**src/design/tifv_pkg.sv**
```systemverilog
package tifv_pkg;

  // Entry geometry
  localparam int unsigned BUF_DEPTH  = 20;
  localparam int unsigned POS_W      = 5;
  localparam logic [POS_W-1:0] ENTRY_LEN_CLASSIC = 5'd12;
  localparam logic [POS_W-1:0] ENTRY_LEN_BIG     = 5'd20;
  localparam logic [3:0] INL_CAP_CLASSIC = 4'd4;
  localparam logic [3:0] INL_CAP_BIG     = 4'd8;

  // TIFF field type codes
  localparam logic [15:0] FT_NONE       = 16'd0;
  localparam logic [15:0] FT_BYTE       = 16'd1;
  localparam logic [15:0] FT_ASCII      = 16'd2;
  localparam logic [15:0] FT_SHORT      = 16'd3;
  localparam logic [15:0] FT_LONG       = 16'd4;
  localparam logic [15:0] FT_RATIONAL   = 16'd5;
  localparam logic [15:0] FT_SBYTE      = 16'd6;
  localparam logic [15:0] FT_UNDEFINED  = 16'd7;
  localparam logic [15:0] FT_SSHORT     = 16'd8;
  localparam logic [15:0] FT_SLONG      = 16'd9;
  localparam logic [15:0] FT_SRATIONAL  = 16'd10;
  localparam logic [15:0] FT_FLOAT      = 16'd11;
  localparam logic [15:0] FT_DOUBLE     = 16'd12;
  localparam logic [15:0] FT_IFD        = 16'd13;
  localparam logic [15:0] FT_UNASSIGNED = 16'd14;
  localparam logic [15:0] FT_LONG8      = 16'd16;
  localparam logic [15:0] FT_SLONG8     = 16'd17;
  localparam logic [15:0] FT_IFD8       = 16'd18;
  // classic files only know codes below this one
  localparam logic [15:0] FT_CLASSIC_END = 16'd16;

  // Tags with special limit handling
  localparam logic [15:0] TAG_ICC            = 16'd34675;
  localparam logic [15:0] TAG_STRIP_OFS      = 16'd273;
  localparam logic [15:0] TAG_STRIP_COUNTS   = 16'd279;
  localparam logic [15:0] TAG_TILE_OFS       = 16'd324;
  localparam logic [15:0] TAG_TILE_COUNTS    = 16'd325;

  // Config register reset values
  localparam logic [63:0] RST_HEADER_SIZE = 64'd8;
  localparam logic [63:0] RST_FILE_SIZE   = 64'd0;
  localparam logic [63:0] RST_MAX_ICC     = 64'd16777216;
  localparam logic [63:0] RST_MAX_TAG     = 64'd1048576;

  typedef enum logic [2:0] {
    REG_BIG_ENDIAN   = 3'd0,
    REG_BIGTIFF_MODE = 3'd1,
    REG_HEADER_SIZE  = 3'd2,
    REG_FILE_SIZE    = 3'd3,
    REG_MAX_ICC      = 3'd4,
    REG_MAX_TAG      = 3'd5
  } cfg_idx_t;

  typedef enum logic [1:0] {
    STS_OK      = 2'd0,
    STS_INVALID = 2'd1,
    STS_LIMIT   = 2'd2,
    STS_BOUNDS  = 2'd3
  } status_t;

  typedef enum logic [1:0] {
    ST_FILL,
    ST_DECODE,
    ST_CHECK
  } state_t;

  // controller -> datapath
  typedef struct packed {
    logic take_byte;
    logic decode;
    logic load;
  } cmd_t;

  // datapath -> controller
  typedef struct packed {
    logic last_byte;
    logic out_free;
  } sts_t;

endpackage

```
**src/design/tifv_ctrl.sv**
```systemverilog
module tifv_ctrl
  import tifv_pkg::*;
(
  input  logic clk,
  input  logic rst_n,
  input  logic in_valid,
  output logic in_ready,
  input  sts_t sts,
  output cmd_t cmd
);

  state_t state_r;
  state_t state_nxt;

  always_ff @(posedge clk) begin
    if (!rst_n) begin
      state_r <= ST_FILL;
    end else begin
      state_r <= state_nxt;
    end
  end

  // next state
  always_comb begin
    state_nxt = state_r;
    unique case (state_r)
      ST_FILL: begin
        if (in_valid && sts.last_byte) begin
          state_nxt = ST_DECODE;
        end
      end
      ST_DECODE: begin
        state_nxt = ST_CHECK;
      end
      ST_CHECK: begin
        if (sts.out_free) begin
          state_nxt = ST_FILL;
        end
      end
      default: begin
        state_nxt = ST_FILL;
      end
    endcase
  end

  // outputs
  always_comb begin
    in_ready      = 1'b0;
    cmd.take_byte = 1'b0;
    cmd.decode    = 1'b0;
    cmd.load      = 1'b0;
    unique case (state_r)
      ST_FILL: begin
        in_ready      = 1'b1;
        cmd.take_byte = in_valid;
      end
      ST_DECODE: begin
        cmd.decode = 1'b1;
      end
      ST_CHECK: begin
        cmd.load = sts.out_free;
      end
      default: begin
        in_ready = 1'b0;
      end
    endcase
  end

endmodule

```
**src/design/tifv_dp.sv**
```systemverilog
module tifv_dp
  import tifv_pkg::*;
(
  input  logic        clk,
  input  logic        rst_n,
  input  cmd_t        cmd,
  output sts_t        sts,
  input  logic        cfg_we,
  input  logic [2:0]  cfg_index,
  input  logic [63:0] cfg_data,
  input  logic [7:0]  in_entry_byte,
  input  logic        in_entry_start,
  output logic        out_valid,
  input  logic        out_ready,
  output logic [1:0]  out_status,
  output logic [15:0] out_tag_number,
  output logic [15:0] out_field_type,
  output logic [63:0] out_element_count,
  output logic [63:0] out_byte_total,
  output logic [63:0] out_value_word,
  output logic [63:0] out_inline_raw,
  output logic        out_is_inline
);

  // config registers
  logic        big_endian_r;
  logic        bigtiff_r;
  logic [63:0] header_size_r;
  logic [63:0] file_size_r;
  logic [63:0] max_icc_r;
  logic [63:0] max_tag_r;

  always_ff @(posedge clk) begin
    if (!rst_n) begin
      big_endian_r  <= 1'b0;
      bigtiff_r     <= 1'b0;
      header_size_r <= RST_HEADER_SIZE;
      file_size_r   <= RST_FILE_SIZE;
      max_icc_r     <= RST_MAX_ICC;
      max_tag_r     <= RST_MAX_TAG;
    end else if (cfg_we) begin
      unique case (cfg_idx_t'(cfg_index))
        REG_BIG_ENDIAN:   big_endian_r  <= cfg_data[0];
        REG_BIGTIFF_MODE: bigtiff_r     <= cfg_data[0];
        REG_HEADER_SIZE:  header_size_r <= cfg_data;
        REG_FILE_SIZE:    file_size_r   <= cfg_data;
        REG_MAX_ICC:      max_icc_r     <= cfg_data;
        REG_MAX_TAG:      max_tag_r     <= cfg_data;
        default: begin
        end
      endcase
    end
  end

  // byte capture
  logic [7:0]       ebuf_r [BUF_DEPTH];
  logic [POS_W-1:0] pos_r;
  logic [POS_W-1:0] pos_nxt;
  logic [POS_W-1:0] wr_idx;
  logic [POS_W-1:0] pos_inc;
  logic [POS_W-1:0] entry_len;

  assign wr_idx        = in_entry_start ? '0 : pos_r;
  assign pos_inc       = wr_idx + 5'd1;
  assign entry_len     = bigtiff_r ? ENTRY_LEN_BIG : ENTRY_LEN_CLASSIC;
  assign sts.last_byte = (pos_inc >= entry_len);
  assign pos_nxt       = sts.last_byte ? '0 : pos_inc;

  always_ff @(posedge clk) begin
    if (!rst_n) begin
      pos_r <= '0;
    end else if (cmd.take_byte) begin
      pos_r <= pos_nxt;
    end
  end

  always_ff @(posedge clk) begin
    if (cmd.take_byte) begin
      ebuf_r[wr_idx] <= in_entry_byte;
    end
  end

  // decode stage: byte order, width, byte total
  logic [15:0] tag_c, type_c;
  logic [63:0] count_c, value_c, raw_c, total_c;
  logic [1:0]  wshift_c;
  logic        wzero_c, ovf_c, bad_c, inl_c;

  always_comb begin
    count_c = '0;
    value_c = '0;
    raw_c   = '0;
    if (big_endian_r) begin
      tag_c  = {ebuf_r[0], ebuf_r[1]};
      type_c = {ebuf_r[2], ebuf_r[3]};
    end else begin
      tag_c  = {ebuf_r[1], ebuf_r[0]};
      type_c = {ebuf_r[3], ebuf_r[2]};
    end
    if (bigtiff_r) begin
      for (int i = 0; i < 8; i++) begin
        raw_c[8*i +: 8] = ebuf_r[POS_W'(12 + i)];
        if (big_endian_r) begin
          count_c[8*i +: 8] = ebuf_r[POS_W'(11 - i)];
          value_c[8*i +: 8] = ebuf_r[POS_W'(19 - i)];
        end else begin
          count_c[8*i +: 8] = ebuf_r[POS_W'(4 + i)];
          value_c[8*i +: 8] = ebuf_r[POS_W'(12 + i)];
        end
      end
    end else begin
      for (int i = 0; i < 4; i++) begin
        raw_c[8*i +: 8] = ebuf_r[POS_W'(8 + i)];
        if (big_endian_r) begin
          count_c[8*i +: 8] = ebuf_r[POS_W'(7 - i)];
          value_c[8*i +: 8] = ebuf_r[POS_W'(11 - i)];
        end else begin
          count_c[8*i +: 8] = ebuf_r[POS_W'(4 + i)];
          value_c[8*i +: 8] = ebuf_r[POS_W'(8 + i)];
        end
      end
    end
  end

  // widths are powers of two: keep the shift
  always_comb begin
    wzero_c  = 1'b0;
    wshift_c = 2'd0;
    case (type_c)
      FT_BYTE, FT_ASCII, FT_SBYTE, FT_UNDEFINED:   wshift_c = 2'd0;
      FT_SHORT, FT_SSHORT:                         wshift_c = 2'd1;
      FT_LONG, FT_SLONG, FT_FLOAT, FT_IFD:         wshift_c = 2'd2;
      FT_RATIONAL, FT_SRATIONAL, FT_DOUBLE,
      FT_LONG8, FT_SLONG8, FT_IFD8:                wshift_c = 2'd3;
      default:                                     wzero_c  = 1'b1;
    endcase
  end

  always_comb begin
    case (wshift_c)
      2'd0:    ovf_c = 1'b0;
      2'd1:    ovf_c = count_c[63];
      2'd2:    ovf_c = |count_c[63:62];
      default: ovf_c = |count_c[63:61];
    endcase
    bad_c = wzero_c || (!bigtiff_r && (type_c >= FT_CLASSIC_END)) ||
            (count_c == 64'd0) || ovf_c;
    total_c = bad_c ? 64'd0 : (count_c << wshift_c);
    inl_c   = !bad_c && (total_c <= {60'd0, bigtiff_r ? INL_CAP_BIG : INL_CAP_CLASSIC});
  end

  logic [15:0] d_tag_r, d_type_r;
  logic [63:0] d_count_r, d_total_r, d_value_r, d_raw_r;
  logic        d_bad_r, d_inl_r;

  always_ff @(posedge clk) begin
    if (cmd.decode) begin
      d_tag_r   <= tag_c;
      d_type_r  <= type_c;
      d_count_r <= count_c;
      d_total_r <= total_c;
      d_value_r <= value_c;
      d_raw_r   <= raw_c;
      d_bad_r   <= bad_c;
      d_inl_r   <= inl_c;
    end
  end

  // check stage: limits and bounds
  logic [64:0] end_sum;
  logic        seg_tag, icc_over, tag_over, oob;
  status_t     status_c;

  assign end_sum  = {1'b0, d_value_r} + {1'b0, d_total_r};
  assign seg_tag  = (d_tag_r == TAG_STRIP_OFS) || (d_tag_r == TAG_STRIP_COUNTS) ||
                    (d_tag_r == TAG_TILE_OFS)  || (d_tag_r == TAG_TILE_COUNTS);
  assign icc_over = (d_tag_r == TAG_ICC) && (d_total_r > max_icc_r);
  assign tag_over = !seg_tag && (d_total_r > max_tag_r);
  assign oob      = (d_value_r < header_size_r) || d_value_r[0] || end_sum[64] ||
                    (end_sum[63:0] > file_size_r);

  always_comb begin
    if (d_bad_r) begin
      status_c = STS_INVALID;
    end else if (icc_over || tag_over) begin
      status_c = STS_LIMIT;
    end else if (!d_inl_r && oob) begin
      status_c = STS_BOUNDS;
    end else begin
      status_c = STS_OK;
    end
  end

  // output register
  logic out_valid_r;

  assign sts.out_free = !out_valid_r || out_ready;
  assign out_valid    = out_valid_r;

  always_ff @(posedge clk) begin
    if (!rst_n) begin
      out_valid_r <= 1'b0;
    end else if (cmd.load) begin
      out_valid_r <= 1'b1;
    end else if (out_ready) begin
      out_valid_r <= 1'b0;
    end
  end

  always_ff @(posedge clk) begin
    if (cmd.load) begin
      out_status        <= status_c;
      out_tag_number    <= d_tag_r;
      out_field_type    <= d_type_r;
      out_element_count <= d_count_r;
      out_byte_total    <= d_total_r;
      out_value_word    <= d_value_r;
      out_inline_raw    <= d_raw_r;
      out_is_inline     <= d_inl_r;
    end
  end

endmodule

```
**src/design/tiff_ifd_entry_validator_unit.sv**
```systemverilog
// TIFF / BigTIFF directory entry validator.
// Input channel (in_valid/in_ready): one entry byte per word, in file order;
//   in_entry_start restarts the entry at byte 0. An entry is 12 bytes in
//   classic mode and 20 in BigTIFF mode; entries may follow back to back.
// Result channel (out_valid/out_ready): one word per complete entry with the
//   decoded tag, type, count, byte total, value/offset, raw inline bytes,
//   inline flag and a status (ok, invalid, limit exceeded, out of bounds).
// Config port: cfg_we writes cfg_data into register cfg_index (0 byte order,
//   1 BigTIFF mode, 2 header size, 3 file size, 4 ICC limit, 5 tag limit);
//   write only while no entry is in flight.
// Timing: bytes go in at one per cycle while in_ready is high. After the last
//   byte of an entry the byte buffer is decoded into the decode registers and
//   checked in the next cycle; the result is loaded once the output is free.
//   in_ready is low in the decode and check states, so the next entry's bytes
//   are taken only after the current entry has been checked and loaded.
// Stall: a held result sits in the output register while bytes of the next
//   entry keep flowing; only that entry's check cycle waits for the slot.
// Reset (rst_n low, synchronous): byte position to 0, output empty, config
//   registers to their defaults.
module tiff_ifd_entry_validator_unit
  import tifv_pkg::*;
(
  input  logic        clk,
  input  logic        rst_n,
  // byte input
  input  logic        in_valid,
  output logic        in_ready,
  input  logic [7:0]  in_entry_byte,
  input  logic        in_entry_start,
  // results
  output logic        out_valid,
  input  logic        out_ready,
  output logic [1:0]  out_status,
  output logic [15:0] out_tag_number,
  output logic [15:0] out_field_type,
  output logic [63:0] out_element_count,
  output logic [63:0] out_byte_total,
  output logic [63:0] out_value_word,
  output logic [63:0] out_inline_raw,
  output logic        out_is_inline,
  // configuration
  input  logic        cfg_we,
  input  logic [2:0]  cfg_index,
  input  logic [63:0] cfg_data
);

  cmd_t cmd;
  sts_t sts;

  // sequencer: fill, decode, check
  tifv_ctrl u_ctrl (
    .clk      (clk),
    .rst_n    (rst_n),
    .in_valid (in_valid),
    .in_ready (in_ready),
    .sts      (sts),
    .cmd      (cmd)
  );

  // byte buffer, config registers, decode/check stages, output register
  tifv_dp u_dp (
    .clk               (clk),
    .rst_n             (rst_n),
    .cmd               (cmd),
    .sts               (sts),
    .cfg_we            (cfg_we),
    .cfg_index         (cfg_index),
    .cfg_data          (cfg_data),
    .in_entry_byte     (in_entry_byte),
    .in_entry_start    (in_entry_start),
    .out_valid         (out_valid),
    .out_ready         (out_ready),
    .out_status        (out_status),
    .out_tag_number    (out_tag_number),
    .out_field_type    (out_field_type),
    .out_element_count (out_element_count),
    .out_byte_total    (out_byte_total),
    .out_value_word    (out_value_word),
    .out_inline_raw    (out_inline_raw),
    .out_is_inline     (out_is_inline)
  );

endmodule
```
**config.mk**
```make
export PLATFORM = sky130hd
export DESIGN_NAME = tiff_ifd_entry_validator_unit
export DESIGN_NICKNAME = d
export VERILOG_FILES = /design/src/design/tifv_pkg.sv /design/src/design/tifv_ctrl.sv /design/src/design/tifv_dp.sv /design/src/design/tiff_ifd_entry_validator_unit.sv
export SDC_FILE = /design/constraint.sdc
export NUM_CORES = 2
export LEC_CHECK = 0
export BUFFER_PORTS_ARGS = -buffer_cell sky130_fd_sc_hd__buf_2
export CORE_AREA = 2 2 466 237
export CTS_BUF_LIST = sky130_fd_sc_hd__clkbuf_4
export DETAILED_ROUTE_END_ITERATION = 8
export DIE_AREA = 0 0 468 239
export PLACE_DENSITY = 0.6
export SLEW_MARGIN = 10
export SYNTH_ARGS = -nofsm -noshare
export SYNTH_HDL_FRONTEND = slang
export SYNTH_HIERARCHICAL = 1
export SYNTH_SLANG_ARGS = --single-unit
export TNS_END_PERCENT = 50
```
**constraint.sdc**
```tcl
create_clock -name clk -period 20.6 [get_ports clk]
set_input_delay 4.12 -clock clk [delete_from_list [all_inputs] [get_ports clk]]
set_output_delay 4.12 -clock clk [all_outputs]
set_load 0.02 [all_outputs]
```
# After elaboration in Yosys (flattened, before gate mapping)
# Memories as Yosys holds them, arrays and structs flattened.
# Index checks and enable logic that the tools add are counted.
# totals
mem_bits_rw	160
ff_bits	847
n_memories	1
input_bits	81
# op_classes
reduce_logical	40
n_lt_le_gt_ge	7
shift	1
add_sub_neg	2
muxes	51
eq_ne	32
# mem_list
memory	words	word_bits	rd	rd_ports_with_merged_regs	wr	line	text
u_dp.ebuf_r	20	8	20	0	1	tifv_dp.sv:56	logic [7:0] ebuf_r [BUF_DEPTH];
# op_table
cell	n
64-bit > comparator	3
8-bit two-way mux	24
32-bit two-way mux	4
16-bit by 4-bit == test with 1-bit output, second input constant	6
64-bit by 64-bit adder with 65-bit output	1
16-bit by 3-bit == test with 1-bit output, second input constant	4
16-bit by 9-bit == test with 1-bit output, second input constant	4
64-bit by 4-bit less-or-equal comparator with 1-bit output	1
64-bit zero test	1
64-bit < comparator	1
64-bit two-way mux	1
64-bit by 2-bit left shift with 64-bit output	1
16-bit by 5-bit == test with 1-bit output, second input constant	3
16-bit by 2-bit == test with 1-bit output, second input constant	2
16-bit two-way mux	2
16-bit by 1-bit == test with 1-bit output, second input constant	1
16-bit == test, second input constant	1
16-bit by 5-bit >= comparator with 1-bit output, second input constant	1
16-bit OR reduction	1
5-bit two-way mux	3
2-bit AND reduction	7
2-bit case mux with 3 select lines	2
1-bit logical OR	11
1-bit two-way mux	9
other kinds (20)	39

# Logic depth before layout (Yosys ltp)
# logic_depth
word_depth	10
mapped_depth	27
mapped_depth_nobuf	27

# Modules after synthesis
# Netlist, hierarchy kept.
# by_module_without_submodules
module	area_per_inst_um2	seq_area_each_um2	n_inst	cells_per_inst
tifv_dp	48129.9	27536.4	1	4191
tifv_ctrl	100.1	40.0	1	10

# Worst setup path before layout
# Ideal clock, no wire load.
# synth_timing
kind	input -> register
start	input out_ready
end	register u_dp.out_byte_total[0], enable pin
arrival_ps	10911
n_path_buf	0
setup_slack_ps	8997
stages	2
t_required_ps	19908
path_cell_list	nand2b_1 and3b_1
# synth_rtl
item	line	text
start, declared	tiff_ifd_entry_validator_unit.sv:32	input logic out_ready,
end signal, assigned	tifv_dp.sv:216	out_byte_total <= d_total_r;
end, declared	tifv_dp.sv:19	output logic [63:0] out_byte_total,

# Worst setup path after layout
# layout_timing
start	register u_dp.d_value_r[0]
end	register u_dp.out_status[1] (data pin)
# layout_via
elab_chain_len	7
word_cells_on_any_way	9
classes_between	add/sub: 1; order compare: 2; mux: 2; reduce/logical: 4
# layout_lines
item	line	text
start, declared	tifv_dp.sv:153	logic [63:0] d_count_r, d_total_r, d_value_r, d_raw_r;
start signal, assigned	tifv_dp.sv:162	d_value_r <= value_c;
parallel branches: the longest is 3 deep, another holds 64-bit by 64-bit adder with 65-bit output	-	
1-bit logical OR *	tifv_dp.sv:179	assign oob = (d_value_r < header_size_r) || d_value_r[0] || end_sum[64] ||
1-bit logical AND *	tifv_dp.sv:187	end else if (!d_inl_r && oob) begin
2-bit two-way mux *	tifv_dp.sv:187	
2-bit two-way mux *	tifv_dp.sv:185	end else if (icc_over || tag_over) begin
end signal, assigned	tifv_dp.sv:212	out_status <= status_c;
end, declared	tifv_dp.sv:15	output logic [1:0] out_status,
# Mark *: on every way between the ends.
# A chain may end at the register's enable or synchronous reset.

==> flow_summary.yaml <==
clock_network:
  clock_sinks: 1007
  numCtsBuffers: 224
  clock_tree.root_cell: "clkbuf_4"
  cts.repair_timing.setup_buffer_count: 0
  clock_latency_ns: 1.23
  cts.htree.levels: 4
  tritoncts: "done"
  path_clk_slew_ns: 0.08
  cts.repair.resized: 0
  cts_buffer_depth: 3
  postCtsHoldBufs: 0
timing:
  fmax_ghz: 0.143
  final_max_slew_viol_count: 0
  tightest_slew_ns: 1.39
  hold_viol_final: 0
  final.min_clock_period_ns: 6.98
  max_clock_skew_ns: 0.109
  setup_viol: 0
  rsz0062_at_grt: "no"
  fin_hold_ws_ns: 0.406
  finalSetupTns_ns: 0
  finalCritPeriodShare: 0.339
  max_slew_headroom: 0.0632
setup_path:
  cpPeakStageDelay_ns: 0.62
  crit_path_frequent_cell: "a21o_1"
  worstSetupStartpointType: "register"
  worst_ep_required_time_ns: 21.57
  startpoint: "u_dp/d_value_r[0]"
  end_kind: "register"
  worst_path_max_delay_cell: "o31ai_1"
  worstPathMaxFanout: 4
  cp_data_arrival_time_ns: 7.95
  criticalPathCategory: "register to register"
  r2r_start: "u_dp/d_value_r[0]"
drt:
  dr_total_vias: 35593
  firstDrtPassIters: 6
  initialDrtViolationCount: 4971
  post_route_ant_nets: 0
  drt-vias-per-instance: 5.63
  wire_per_inst_um: 26.9
  post-route-drc-count: 0
  drt-total-wl_mm: 170
pwr:
  vdd_drop_max_mv: 0.0551
  report.power.total_w: 0.00393
  power.static_leakage_nw: 21.7
  power_density_nw_per_um2: 72.1
hold_path:
  hold_class: "register to register"
  holdCritStartpoint: "u_dp/d_count_r[34]"
die:
  starting_density: 0.445
  num_io_pins: 374
  design.die.area_um2: 112000
  dieWidth_um: 468
  core_area_um2: 108000
  rows: 86
  die-height_um: 239
final_layout:
  fraction_of_layout_instances_using_a_drive_strength_above_1: 0.192
  fin_area_um2: 54500
  fillerInstances: 9879
  layout.nets: 5070
  final_core_util: 0.503
  syn2layout_area_growth_pct: 13.1
global_route:
  first_pass_grt_wire_length_mm: 237
  grtUsageTotal: 0.300
  overflow: 0
  via_count_of_the_first_global_routing_pass: 32345
  grt_start_max_net_pins: 95
  grt_antenna_before_repair: 26
synth:
  netlist_top_cells_area: "edfxtp_1, dfxtp_1, ha_1"
  synth.top_cell.area_share: 0.461
  synth_largest_area_cell: "edfxtp_1"
  syn_inst: 4201
  seq_area_frac_synth: 0.572
  synth.cell_area_um2: 48200
  postSynthRegisterBits: 1007
  synth_edf_count: 741
  synthDistinctLibCells: 83
  synth_area_per_cell_um2: 11.5
  synth_ff_type: "edfxtp_1"
  asyncSetResetFlopFracSynth: 0
  yosysWarningCount: 6
  mappedNetlistNets: 4610
job:
  max-cap-violations: 0
place:
  place.gp.congestion: 1.06
  port-buffer-count: 373
  area_after_dpl_um2: 51600
  detailedPlacementHpwl_mm: 128
outcome:
  outcome: "complete, no violations"
per-stage QoR:
stage | worst slack [ns] | instances
floorplan | 9.00 | 4201
global route | 13.28 | 6310
global placement | 13.51 | 5887
finish | 13.62 | 6317
detailed placement | 13.50 | 5887
CTS | 13.76 | 6297
synth_stat cells, drive strengths merged (5+ instances only):
cell type / number
a211oi: 14
a21boi: 260
a21o: 154
a21oi: 136
a221oi: 7
a31oi: 11
a41oi: 5
and2: 35
and3: 13
and4: 10
buf: 42
clkbuf: 129
dfxtp: 266
edfxtp: 741
ha: 327
inv: 345
mux2: 91
mux2i: 132
mux4: 32
nand2: 683
nand2b: 26
nand3: 40
nand3b: 6
nand4: 85
nor2: 212
nor2b: 33
nor3: 22
nor3b: 6
nor4: 23
o211ai: 11
o21a: 18
o21ai: 147
o21bai: 7
o31ai: 11
or3: 6
or4: 6
xnor2: 38
xor2: 26
cells by family (layout without fill, tap and decap cells):
kind of cell,Yosys count,count (layout),synth area share
compound gates,815,815,0.115
xor+xnor,64,64,0.0116
fa+ha+maj,328,328,0.0852
buf+inv,516,1160,0.0410
flops,1007,1007,0.572
mux,255,255,0.0640
other cells,0,20,0
simple gates,1216,1216,0.111
registers in the layout, indices dropped and copies added, names as in the netlist, 64 cells and up:
| signal | flops |
|---|---|
| u_dp/ebuf_r | 160 |
| u_dp/d_count_r | 64 |
| u_dp/d_raw_r | 64 |
| u_dp/d_total_r | 64 |
| u_dp/d_value_r | 64 |
| u_dp/file_size_r | 64 |
| u_dp/header_size_r | 64 |
| u_dp/max_icc_r | 64 |
| u_dp/max_tag_r | 64 |
| u_dp/out_byte_total | 64 |
| u_dp/out_element_count | 64 |
| u_dp/out_inline_raw | 64 |
| u_dp/out_value_word | 64 |
final timing paths:
path,to,slack [ns],cells after the start
setup / recovery,u_dp/out_status[1],13.62,27
hold reg to reg,u_dp/out_element_count[34],0.41,0
hold / removal,u_dp/out_element_count[34],0.41,0
setup reg to reg,u_dp/out_status[1],13.62,27
where the power goes:
part | switching (W) | total (W) | internal (W)
Clock | 0.000828 | 0.00162 | 0.000789
Combinational | 0.0000948 | 0.000139 | 0.0000445
Sequential | 0.00000757 | 0.00217 | 0.00217
metal layers:
layer | part of all wire | global-route usage | vias to the layer above | wire length, µm
met3 | 0.14 | 0.123 | 171 | 23800
met2 | 0.36 | 0.358 | 2024 | 61400
met5 | 0.0016 | 0.0156 | - | 270
met1 | 0.48 | 0.485 | 17310 | 82100
met4 | 0.013 | 0.0571 | 6 | 2170
li1 | - | - | 16082 | -
placed cells by master, fill, tap and decap left out, drive strengths merged, types with 23 or more instances in the layout:
cell type  instances
o21ai            147
a21o             154
clkinv            54
mux2              91
nand4             85
xor2              26
ha               327
nand2            683
dfxtp            266
a21boi           260
nor2b             33
nor4              23
edfxtp           741
mux4              32
mux2i            132
and2              35
nand2b            26
clkbuf           346
nand3             40
a21oi            136
buf              405
inv              350
xnor2             38
nor2             212
cell type report:
class                           count  area, µm²  area share
Sequential cell                  1007      27600       0.506
Timing Repair Buffer              405       2110      0.0388
Clock buffer                      346       2600      0.0476
Multi-Input combinational cell   2678      18700       0.344
Inverter                          345       1290      0.0237
Clock inverter                     64        332     0.00608
Tap cell                         1452       1820      0.0333
Antenna cell                       20       50.0    0.000918
critical path, delay by kind of cell (launching register included):
family	cells	cell delay (ns)
AOI/OAI and AO/OA	17	4.34
xor gates and xnor gates	1	0.17
adders and majority gates	3	1.01
buffers and inverters	1	0.07
DFF	1	0.47
and+or+nand+nor	5	0.64
Power figures use the tool's default switching activity.
